[config.mk]
export PLATFORM = sky130hd
export DESIGN_NAME = midpoint_line_raster
export DESIGN_NICKNAME = d
export VERILOG_FILES = /design/src/hdl/mlr_pkg.sv /design/src/hdl/mlr_octant.sv /design/src/hdl/mlr_stepper.sv /design/src/hdl/midpoint_line_raster.sv
export SDC_FILE = /design/constraint.sdc
export NUM_CORES = 1
export LEC_CHECK = 0
export BUFFER_PORTS_ARGS = -buffer_cell sky130_fd_sc_hd__buf_2
export CORE_ASPECT_RATIO = 0.9
export CORE_MARGIN = 2
export CORE_UTILIZATION = 45
export DETAILED_ROUTE_END_ITERATION = 6
export PLACE_DENSITY = 0.61
export SLEW_MARGIN = 30
export SYNTH_ARGS = -nofsm -noshare
export SYNTH_HDL_FRONTEND = slang
export SYNTH_HIERARCHICAL = 1
export SYNTH_SLANG_ARGS = --single-unit
[constraint.sdc]
create_clock -name clk_i -period 7.5 [get_ports clk_i]
set_input_delay 0.75 -clock clk_i [delete_from_list [all_inputs] [get_ports clk_i]]
set_output_delay 0.75 -clock clk_i [all_outputs]
set_load 0.1 [all_outputs]
[src/hdl/mlr_pkg.sv]
// Shared types and constants for the midpoint line rasterizer.
// No dependencies; imported by every module of the block.
`default_nettype none

package mlr_pkg;

  // Default coordinate width in bits
  localparam int unsigned COORD_BITS_DEF = 12;

  // Opcodes carried on the input tuser bit
  localparam logic OP_START = 1'b0;
  localparam logic OP_STEP  = 1'b1;

  // Octant of the active line: major axis and step directions
  typedef struct packed {
    logic major_is_y;
    logic neg_x_step;
    logic neg_y_step;
  } octant_t;

endpackage : mlr_pkg

`default_nettype wire

[src/hdl/mlr_octant.sv]
// Line setup: octant classification and midpoint increments from two endpoints.
// Depends on mlr_pkg (octant_t).
`default_nettype none

module mlr_octant #(
  parameter int unsigned COORD_BITS = 12
) (
  input  logic [COORD_BITS-1:0]        start_x_i,
  input  logic [COORD_BITS-1:0]        start_y_i,
  input  logic [COORD_BITS-1:0]        end_x_i,
  input  logic [COORD_BITS-1:0]        end_y_i,
  output mlr_pkg::octant_t             octant_o,
  output logic [COORD_BITS-1:0]        major_len_o,
  output logic [COORD_BITS+1:0]        inc_straight_o,
  output logic signed [COORD_BITS+2:0] inc_diagonal_o,
  output logic signed [COORD_BITS+2:0] decision_o
);
  import mlr_pkg::*;

  logic                  neg_x, neg_y, major_y;
  logic [COORD_BITS-1:0] dx, dy, maj, mnr;

  // Step signs and absolute deltas
  assign neg_x = end_x_i < start_x_i;
  assign neg_y = end_y_i < start_y_i;
  assign dx    = neg_x ? (start_x_i - end_x_i) : (end_x_i - start_x_i);
  assign dy    = neg_y ? (start_y_i - end_y_i) : (end_y_i - start_y_i);

  // Ties go to y-major
  assign major_y = dy >= dx;
  assign maj     = major_y ? dy : dx;
  assign mnr     = major_y ? dx : dy;

  assign octant_o.major_is_y = major_y;
  assign octant_o.neg_x_step = neg_x;
  assign octant_o.neg_y_step = neg_y;
  assign major_len_o         = maj;

  // 2*minor, 2*minor - 2*major, 2*minor - major
  assign inc_straight_o = {1'b0, mnr, 1'b0};
  assign inc_diagonal_o = $signed({2'b00, mnr, 1'b0}) - $signed({2'b00, maj, 1'b0});
  assign decision_o     = $signed({2'b00, mnr, 1'b0}) - $signed({3'b000, maj});

endmodule : mlr_octant

`default_nettype wire

[src/hdl/mlr_stepper.sv]
// One midpoint step: next pixel, decision and remaining count of the active line.
// Depends on mlr_pkg (octant_t).
`default_nettype none

module mlr_stepper #(
  parameter int unsigned COORD_BITS = 12
) (
  input  logic [COORD_BITS-1:0]        cur_x_i,
  input  logic [COORD_BITS-1:0]        cur_y_i,
  input  logic [COORD_BITS-1:0]        steps_left_i,
  input  logic signed [COORD_BITS+2:0] decision_i,
  input  logic [COORD_BITS+1:0]        inc_straight_i,
  input  logic signed [COORD_BITS+2:0] inc_diagonal_i,
  input  mlr_pkg::octant_t             octant_i,
  output logic [COORD_BITS-1:0]        next_x_o,
  output logic [COORD_BITS-1:0]        next_y_o,
  output logic [COORD_BITS-1:0]        next_steps_o,
  output logic signed [COORD_BITS+2:0] next_decision_o,
  output logic                         done_o
);
  import mlr_pkg::*;

  logic                  diag, step_x, step_y;
  logic [COORD_BITS-1:0] mov_x, mov_y;

  // Non-negative decision (midpoint tie included) takes the diagonal step
  assign diag   = ~decision_i[COORD_BITS+2];
  assign step_x = ~octant_i.major_is_y | diag;
  assign step_y =  octant_i.major_is_y | diag;

  assign mov_x = octant_i.neg_x_step ? (cur_x_i - 1'b1) : (cur_x_i + 1'b1);
  assign mov_y = octant_i.neg_y_step ? (cur_y_i - 1'b1) : (cur_y_i + 1'b1);

  assign next_x_o = step_x ? mov_x : cur_x_i;
  assign next_y_o = step_y ? mov_y : cur_y_i;

  // Decision update
  assign next_decision_o = decision_i +
                           (diag ? inc_diagonal_i : $signed({1'b0, inc_straight_i}));

  // Pixel count
  assign next_steps_o = steps_left_i - 1'b1;
  assign done_o       = next_steps_o == '0;

endmodule : mlr_stepper

`default_nettype wire

[src/hdl/midpoint_line_raster.sv]
// Top level of the midpoint line rasterizer: input register, line state, result register.
// Depends on mlr_pkg, mlr_octant and mlr_stepper.
//
//  channel  | dir | tdata (low bit up)                  | tuser        | tlast
//  s_axis   | in  | start_x, start_y, end_x, end_y      | opcode       | -
//  m_axis   | out | pixel_x, pixel_y                    | pixel_valid  | last_pixel
//
// One word per clock sustained while m_axis_tready stays high; an accepted input word
// passes through the input register, then the result register, before its result leaves.
// The sustained rate is set by the decision add/compare loop on the line state.
// A stalled result holds the next word in the input register; with both registers full
// s_axis_tready drops until the result word is taken.
// Reset leaves the block idle: a step word before any start returns pixel_valid = 0.
`default_nettype none

module midpoint_line_raster #(
  parameter int unsigned COORD_BITS = mlr_pkg::COORD_BITS_DEF
) (
  input  logic                                   clk_i,
  input  logic                                   rst_ni,
  input  logic                                   s_axis_tvalid,
  output logic                                   s_axis_tready,
  // start_x, start_y, end_x, end_y from bit 0 up, zero padded
  input  logic [((4*COORD_BITS+7)/8)*8-1:0]      s_axis_tdata,
  // opcode
  input  logic                                   s_axis_tuser,
  output logic                                   m_axis_tvalid,
  input  logic                                   m_axis_tready,
  // pixel_x, pixel_y from bit 0 up, zero padded
  output logic [((2*COORD_BITS+7)/8)*8-1:0]      m_axis_tdata,
  // pixel_valid
  output logic                                   m_axis_tuser,
  // last_pixel
  output logic                                   m_axis_tlast
);
  import mlr_pkg::*;

  localparam int unsigned CB    = COORD_BITS;
  localparam int unsigned OUT_W = ((2*COORD_BITS+7)/8)*8;

  // Input register
  logic          in_vld_q;
  logic          in_op_q;
  logic [CB-1:0] in_sx_q, in_sy_q, in_ex_q, in_ey_q;

  // Line state
  logic                 active_q;
  octant_t              oct_q;
  logic [CB-1:0]        cur_x_q, cur_y_q, steps_q;
  logic signed [CB+2:0] dec_q, inc_diag_q;
  logic [CB+1:0]        inc_str_q;

  // Result register
  logic          out_vld_q;
  logic [CB-1:0] out_x_q, out_y_q;
  logic          out_pv_q, out_last_q;

  logic adv;

  // Setup and step results
  octant_t              su_oct;
  logic [CB-1:0]        su_maj;
  logic [CB+1:0]        su_inc_str;
  logic signed [CB+2:0] su_inc_diag, su_dec;
  logic [CB-1:0]        st_x, st_y, st_steps;
  logic signed [CB+2:0] st_dec;
  logic                 st_done;

  // Word moves from input register to result register
  assign adv           = in_vld_q & (~out_vld_q | m_axis_tready);
  assign s_axis_tready = ~in_vld_q | adv;

  mlr_octant #(.COORD_BITS(CB)) u_octant (
    .start_x_i      (in_sx_q),
    .start_y_i      (in_sy_q),
    .end_x_i        (in_ex_q),
    .end_y_i        (in_ey_q),
    .octant_o       (su_oct),
    .major_len_o    (su_maj),
    .inc_straight_o (su_inc_str),
    .inc_diagonal_o (su_inc_diag),
    .decision_o     (su_dec)
  );

  mlr_stepper #(.COORD_BITS(CB)) u_stepper (
    .cur_x_i         (cur_x_q),
    .cur_y_i         (cur_y_q),
    .steps_left_i    (steps_q),
    .decision_i      (dec_q),
    .inc_straight_i  (inc_str_q),
    .inc_diagonal_i  (inc_diag_q),
    .octant_i        (oct_q),
    .next_x_o        (st_x),
    .next_y_o        (st_y),
    .next_steps_o    (st_steps),
    .next_decision_o (st_dec),
    .done_o          (st_done)
  );

  // Input register control
  always_ff @(posedge clk_i or negedge rst_ni) begin
    if (!rst_ni) begin
      in_vld_q <= 1'b0;
    end else if (s_axis_tready) begin
      in_vld_q <= s_axis_tvalid;
    end
  end

  // Input register payload
  always_ff @(posedge clk_i) begin
    if (s_axis_tvalid && s_axis_tready) begin
      in_op_q <= s_axis_tuser;
      in_sx_q <= s_axis_tdata[CB-1:0];
      in_sy_q <= s_axis_tdata[2*CB-1:CB];
      in_ex_q <= s_axis_tdata[3*CB-1:2*CB];
      in_ey_q <= s_axis_tdata[4*CB-1:3*CB];
    end
  end

  // Line state update
  always_ff @(posedge clk_i or negedge rst_ni) begin
    if (!rst_ni) begin
      active_q   <= 1'b0;
      oct_q      <= '0;
      cur_x_q    <= '0;
      cur_y_q    <= '0;
      steps_q    <= '0;
      dec_q      <= '0;
      inc_str_q  <= '0;
      inc_diag_q <= '0;
    end else if (adv) begin
      if (in_op_q == OP_START) begin
        active_q   <= su_maj != '0;
        oct_q      <= su_oct;
        cur_x_q    <= in_sx_q;
        cur_y_q    <= in_sy_q;
        steps_q    <= su_maj;
        dec_q      <= su_dec;
        inc_str_q  <= su_inc_str;
        inc_diag_q <= su_inc_diag;
      end else if (active_q) begin
        active_q <= ~st_done;
        cur_x_q  <= st_x;
        cur_y_q  <= st_y;
        steps_q  <= st_steps;
        dec_q    <= st_dec;
      end
    end
  end

  // Result register control
  always_ff @(posedge clk_i or negedge rst_ni) begin
    if (!rst_ni) begin
      out_vld_q <= 1'b0;
    end else if (adv) begin
      out_vld_q <= 1'b1;
    end else if (m_axis_tready) begin
      out_vld_q <= 1'b0;
    end
  end

  // Result register payload
  always_ff @(posedge clk_i) begin
    if (adv) begin
      if (in_op_q == OP_START) begin
        out_x_q    <= in_sx_q;
        out_y_q    <= in_sy_q;
        out_pv_q   <= 1'b1;
        out_last_q <= su_maj == '0;
      end else if (active_q) begin
        out_x_q    <= st_x;
        out_y_q    <= st_y;
        out_pv_q   <= 1'b1;
        out_last_q <= st_done;
      end else begin
        out_x_q    <= '0;
        out_y_q    <= '0;
        out_pv_q   <= 1'b0;
        out_last_q <= 1'b0;
      end
    end
  end

  assign m_axis_tvalid = out_vld_q;
  assign m_axis_tdata  = OUT_W'({out_y_q, out_x_q});
  assign m_axis_tuser  = out_pv_q;
  assign m_axis_tlast  = out_last_q;

`ifndef SYNTHESIS
  // An idle-step word carries no pixel and no end flag
  a_idle_word_zero: assert property (@(posedge clk_i) disable iff (!rst_ni)
    m_axis_tvalid && !m_axis_tuser |-> m_axis_tdata == '0 && !m_axis_tlast)
    else $error("idle result word carries nonzero fields");

  // An active line always has pixels left
  a_active_has_steps: assert property (@(posedge clk_i) disable iff (!rst_ni)
    active_q |-> steps_q != '0)
    else $error("line active with zero steps left");

  // A single-point line leaves the block idle
  a_point_line_idle: assert property (@(posedge clk_i) disable iff (!rst_ni)
    adv && in_op_q == OP_START && su_maj == '0 |=> !active_q && m_axis_tlast)
    else $error("single-point line not closed");

  // The last step of a line ends it and flags the end point
  a_last_step_ends: assert property (@(posedge clk_i) disable iff (!rst_ni)
    adv && in_op_q == OP_STEP && active_q && steps_q == CB'(1)
    |=> !active_q && m_axis_tlast && m_axis_tuser)
    else $error("final step did not close the line");

  // A step while idle yields an invalid pixel and leaves the state idle
  a_idle_step: assert property (@(posedge clk_i) disable iff (!rst_ni)
    adv && in_op_q == OP_STEP && !active_q |=> !m_axis_tuser && !active_q)
    else $error("step while idle produced a pixel");
`endif

endmodule : midpoint_line_raster

`default_nettype wire

==> results by group <==
Outcome
  – Outcome: finished clean

Finish
  – # diodes: 0
  – Area grow syn2layout: 10.6%
  – Finished Cell Area: 14900 um^2
  – Share of layout cells above drive strength 1: 0.212
  – Number of nets in the layout: 1658

Place
  – Final HPWL DP: 26700 um
  – Worst slack, placed: 0.226 ns
  – Cell Area, Placed: 14200 um^2
  – Port-buffer cells: 80
  – GP Congestion: 0.968

Synth
  – Yosys top cell by area: edfxtp_1
  – FF+latch count, synth: 161
  – Synth cell count leaders: inv_1, mux2_2, nand2_1
  – Distinct cell type count after synthesis: 102
  – Sequential share of the synthesized area: 0.328
  – Most frequent cell after synthesis: inv_1
  – Synth top area share: 0.168
  – Ys flop type: dfrtp_1
  – Post-Synthesis Cell Area: 13400 um^2
  – Area contributors post-synth: edfxtp_1, dfrtp_1, mux2_2
  – Mapped Cells: 1430
  – Total of warnings raised by yosys: 6
  – Number of synthesized flops with an enable pin: 75
  – Post-synthesis average cell area: 9.39 um^2
  – Synth async-reset ratio: 0.534

Min path
  – Min-Delay Path Class: in2async

Critical path
  – CP dominant cell by count: a21oi_1
  – Crit path launch: in_ey_q[5]
  – Max stage delay on crit path: 0.54 ns
  – Req. time, crit path: 7.82 ns
  – Crit-path max FO: 31
  – CP Data Arrival Time: 7.56 ns
  – Worst r2r dst: dec_q[14]
  – Startpoint Class: flip-flop
  – Kind of critical path: reg2reg
  – Setup crit end kind: flip-flop
  – R2r startpoint: in_ey_q[5]
  – Buf+Inv Stages, Crit Path: 2
  – CP top delay family: compound AO/OA/AOI/OAI gates
  – Slowest CP cell: o22ai_1
  – Reg-to-reg slack, setup: 0.26 ns
  – FF-to-FF path depth: 30

Floorplanning
  – Die area: 31200 um^2
  – Die W: 186 um
  – Row count: 59
  – Placeable Area: 29200 um^2
  – Starting density of the core: 0.461
  – Ports: 81
  – Die H: 168 um

Clock network
  – Max clock buf depth: 2
  – Clk pin slew, worst setup/hold paths: 0.07 ns
  – Skew-Pair Late Insertion Delay: 0.44 ns
  – CTS H-tree lvls: 4
  – Hold-fix buffers, CTS: 0
  – Clock Tree Root: clkbuf_16
  – Inserted Clock Buffers: 17
  – Clock Sinks: 161
  – CTS tree: done

Global route
  – Largest net degree at the start of global routing: 105
  – Gr usage total: 0.229
  – Antenna violations before repair: 0
  – Total gr overflow: 0
  – Global-route wire length before repair: 55900 um
  – Number of global-route vias before repair: 10400

Timing
  – PnR worst setup slack: 0.262 ns
  – Setup TNS: 0 ns
  – Hold Vio Cnt, Final: 0
  – Tcrit/Tclk final: 0.965
  – Final setup viols: 0
  – Min cycle time layout: 7.24 ns
  – Slew @ Worst Pin: 0.798 ns
  – Slew margin rel.: 0.465
  – Fmax: 0.138 GHz
  – Fin Clk Skew: 0.0153 ns
  – Slew Viols, Final: 0

Routing
  – Via Count: 10900
  – Initial DRC Count: 782
  – Final ANT Viol Nets: 0
  – Pre-antenna DRT Iters: 6
  – Vias/cell: 5.70
  – Remaining DRCs: 0
  – DR WL/cell: 18.5 um
  – Drt total wl: 35100 um

Flow run
  – Max Cap Violations: 0

Power and ir drop
  – Power Dens Cells: 485 nW/um^2
  – Static leakage: 6.50 nW
  – Worst vdd ir: 0.208 mV
==> state kept, by name, summed over array words and instances (netlist names) <==
name	cells
dec_q	15
inc_diag_q	15
inc_str_q	14
cur_x_q	12
cur_y_q	12
in_ex_q	12
in_ey_q	12
in_sx_q	12
in_sy_q	12
out_x_q	12
out_y_q	12
steps_q	12
oct_q	3
active_q	1
in_op_q	1
in_vld_q	1
m_axis_tlast	1
m_axis_tuser	1
m_axis_tvalid	1
==> cell type report <==
cell class | count | area (um^2)
Clock buffer | 19 | 458
Clock inverter | 13 | 126
Fill cell | 2694 | 14300
Inverter | 140 | 534
Multi-Input combinational cell | 1064 | 8200
Sequential cell | 161 | 4400
Tap cell | 396 | 495
Timing Repair Buffer | 109 | 632
Timing Repair inverter | 1 | 5.00
==> through the flow <==
stage                util  power, mW  std cells  hold slack, ns
floorplan               -       5.22       1432           0.452
global placement    0.485       6.09       1865           0.472
detailed placement  0.485       6.16       1865           0.475
CTS                 0.505       7.08       1897           0.304
global route        0.509       7.79       1903           0.314
finish              0.509       7.20       1903           0.291
==> cells by family (layout without fill, tap and decap cells) <==
logic type | Yosys count | count (layout) | share of synthesized area
DFF | 161 | 161 | 0.328
adders and majority gates | 112 | 112 | 0.109
buffers and inverters | 207 | 282 | 0.0673
AOI/OAI and AO/OA | 381 | 381 | 0.201
xor gates and xnor gates | 55 | 55 | 0.0387
muxes | 138 | 138 | 0.116
and+or+nand+nor | 375 | 375 | 0.140
other | 1 | 3 | 0.000279
==> what timing repair did <==
| action | CTS | global route |
|---|---|---|
| endpoints found under the setup margin | 0 | 7 |
| buffers inserted | 0 | 5 |
| resized for setup | 0 | 13 |
==> placed cells by master (no fill, tap or decap), types with 7 or more instances in the layout <==
cell / instances
inv_1: 137
mux2_2: 123
nand2_1: 105
ha_1: 101
o21ai_0: 86
dfrtp_1: 86
buf_2: 79
nor2_1: 78
edfxtp_1: 75
a21oi_1: 64
a21o_1: 40
xnor2_1: 34
nand3_1: 32
nor3_1: 30
buf_4: 27
a211oi_1: 27
o21a_1: 24
clkbuf_16: 18
xor2_1: 18
nand2b_1: 16
and2_1: 16
nand4_1: 15
or3_1: 13
a31oi_1: 11
o21ai_1: 10
nor4_1: 9
a211o_1: 9
o211ai_1: 9
mux2i_1: 9
nor3b_1: 9
nor2b_1: 8
and3_1: 8
o31ai_1: 8
fa_1: 8
o22ai_1: 7
a21boi_0: 7
==> per-layer routing <==
metal | share of wire | global-route usage | wire, um | vias to the layer above
li1 | - | - | - | 5329
met1 | 0.49 | 0.329 | 17100 | 5228
met2 | 0.45 | 0.355 | 15600 | 256
met3 | 0.048 | 0.0417 | 1670 | 39
met4 | 0.019 | 0.0589 | 678 | 0
met5 | 0 | 0 | 0 | -
==> worst max-delay path by stage <==
stage / end / slack, ns / depth (start not counted)
after floorplan: dec_q[14] / 0.11 / 37
final: dec_q[14] / 0.26 / 30
after CTS: dec_q[11] / 0.18 / 33
after global routing: dec_q[14] / -0.07 / 33
after detailed placement: dec_q[11] / 0.23 / 33
after global placement: dec_q[11] / 0.42 / 33
==> power by group <==
| group | internal [mW] | switching, mW | total [mW] |
|---|---|---|---|
| logic | 2.15 | 2.74 | 4.89 |
| registers | 1.22 | 0.201 | 1.42 |
| clock network | 0.486 | 0.394 | 0.880 |
| total | 3.86 | 3.34 | 7.20 |
Note: power is estimated with default switching activity, not from simulation.
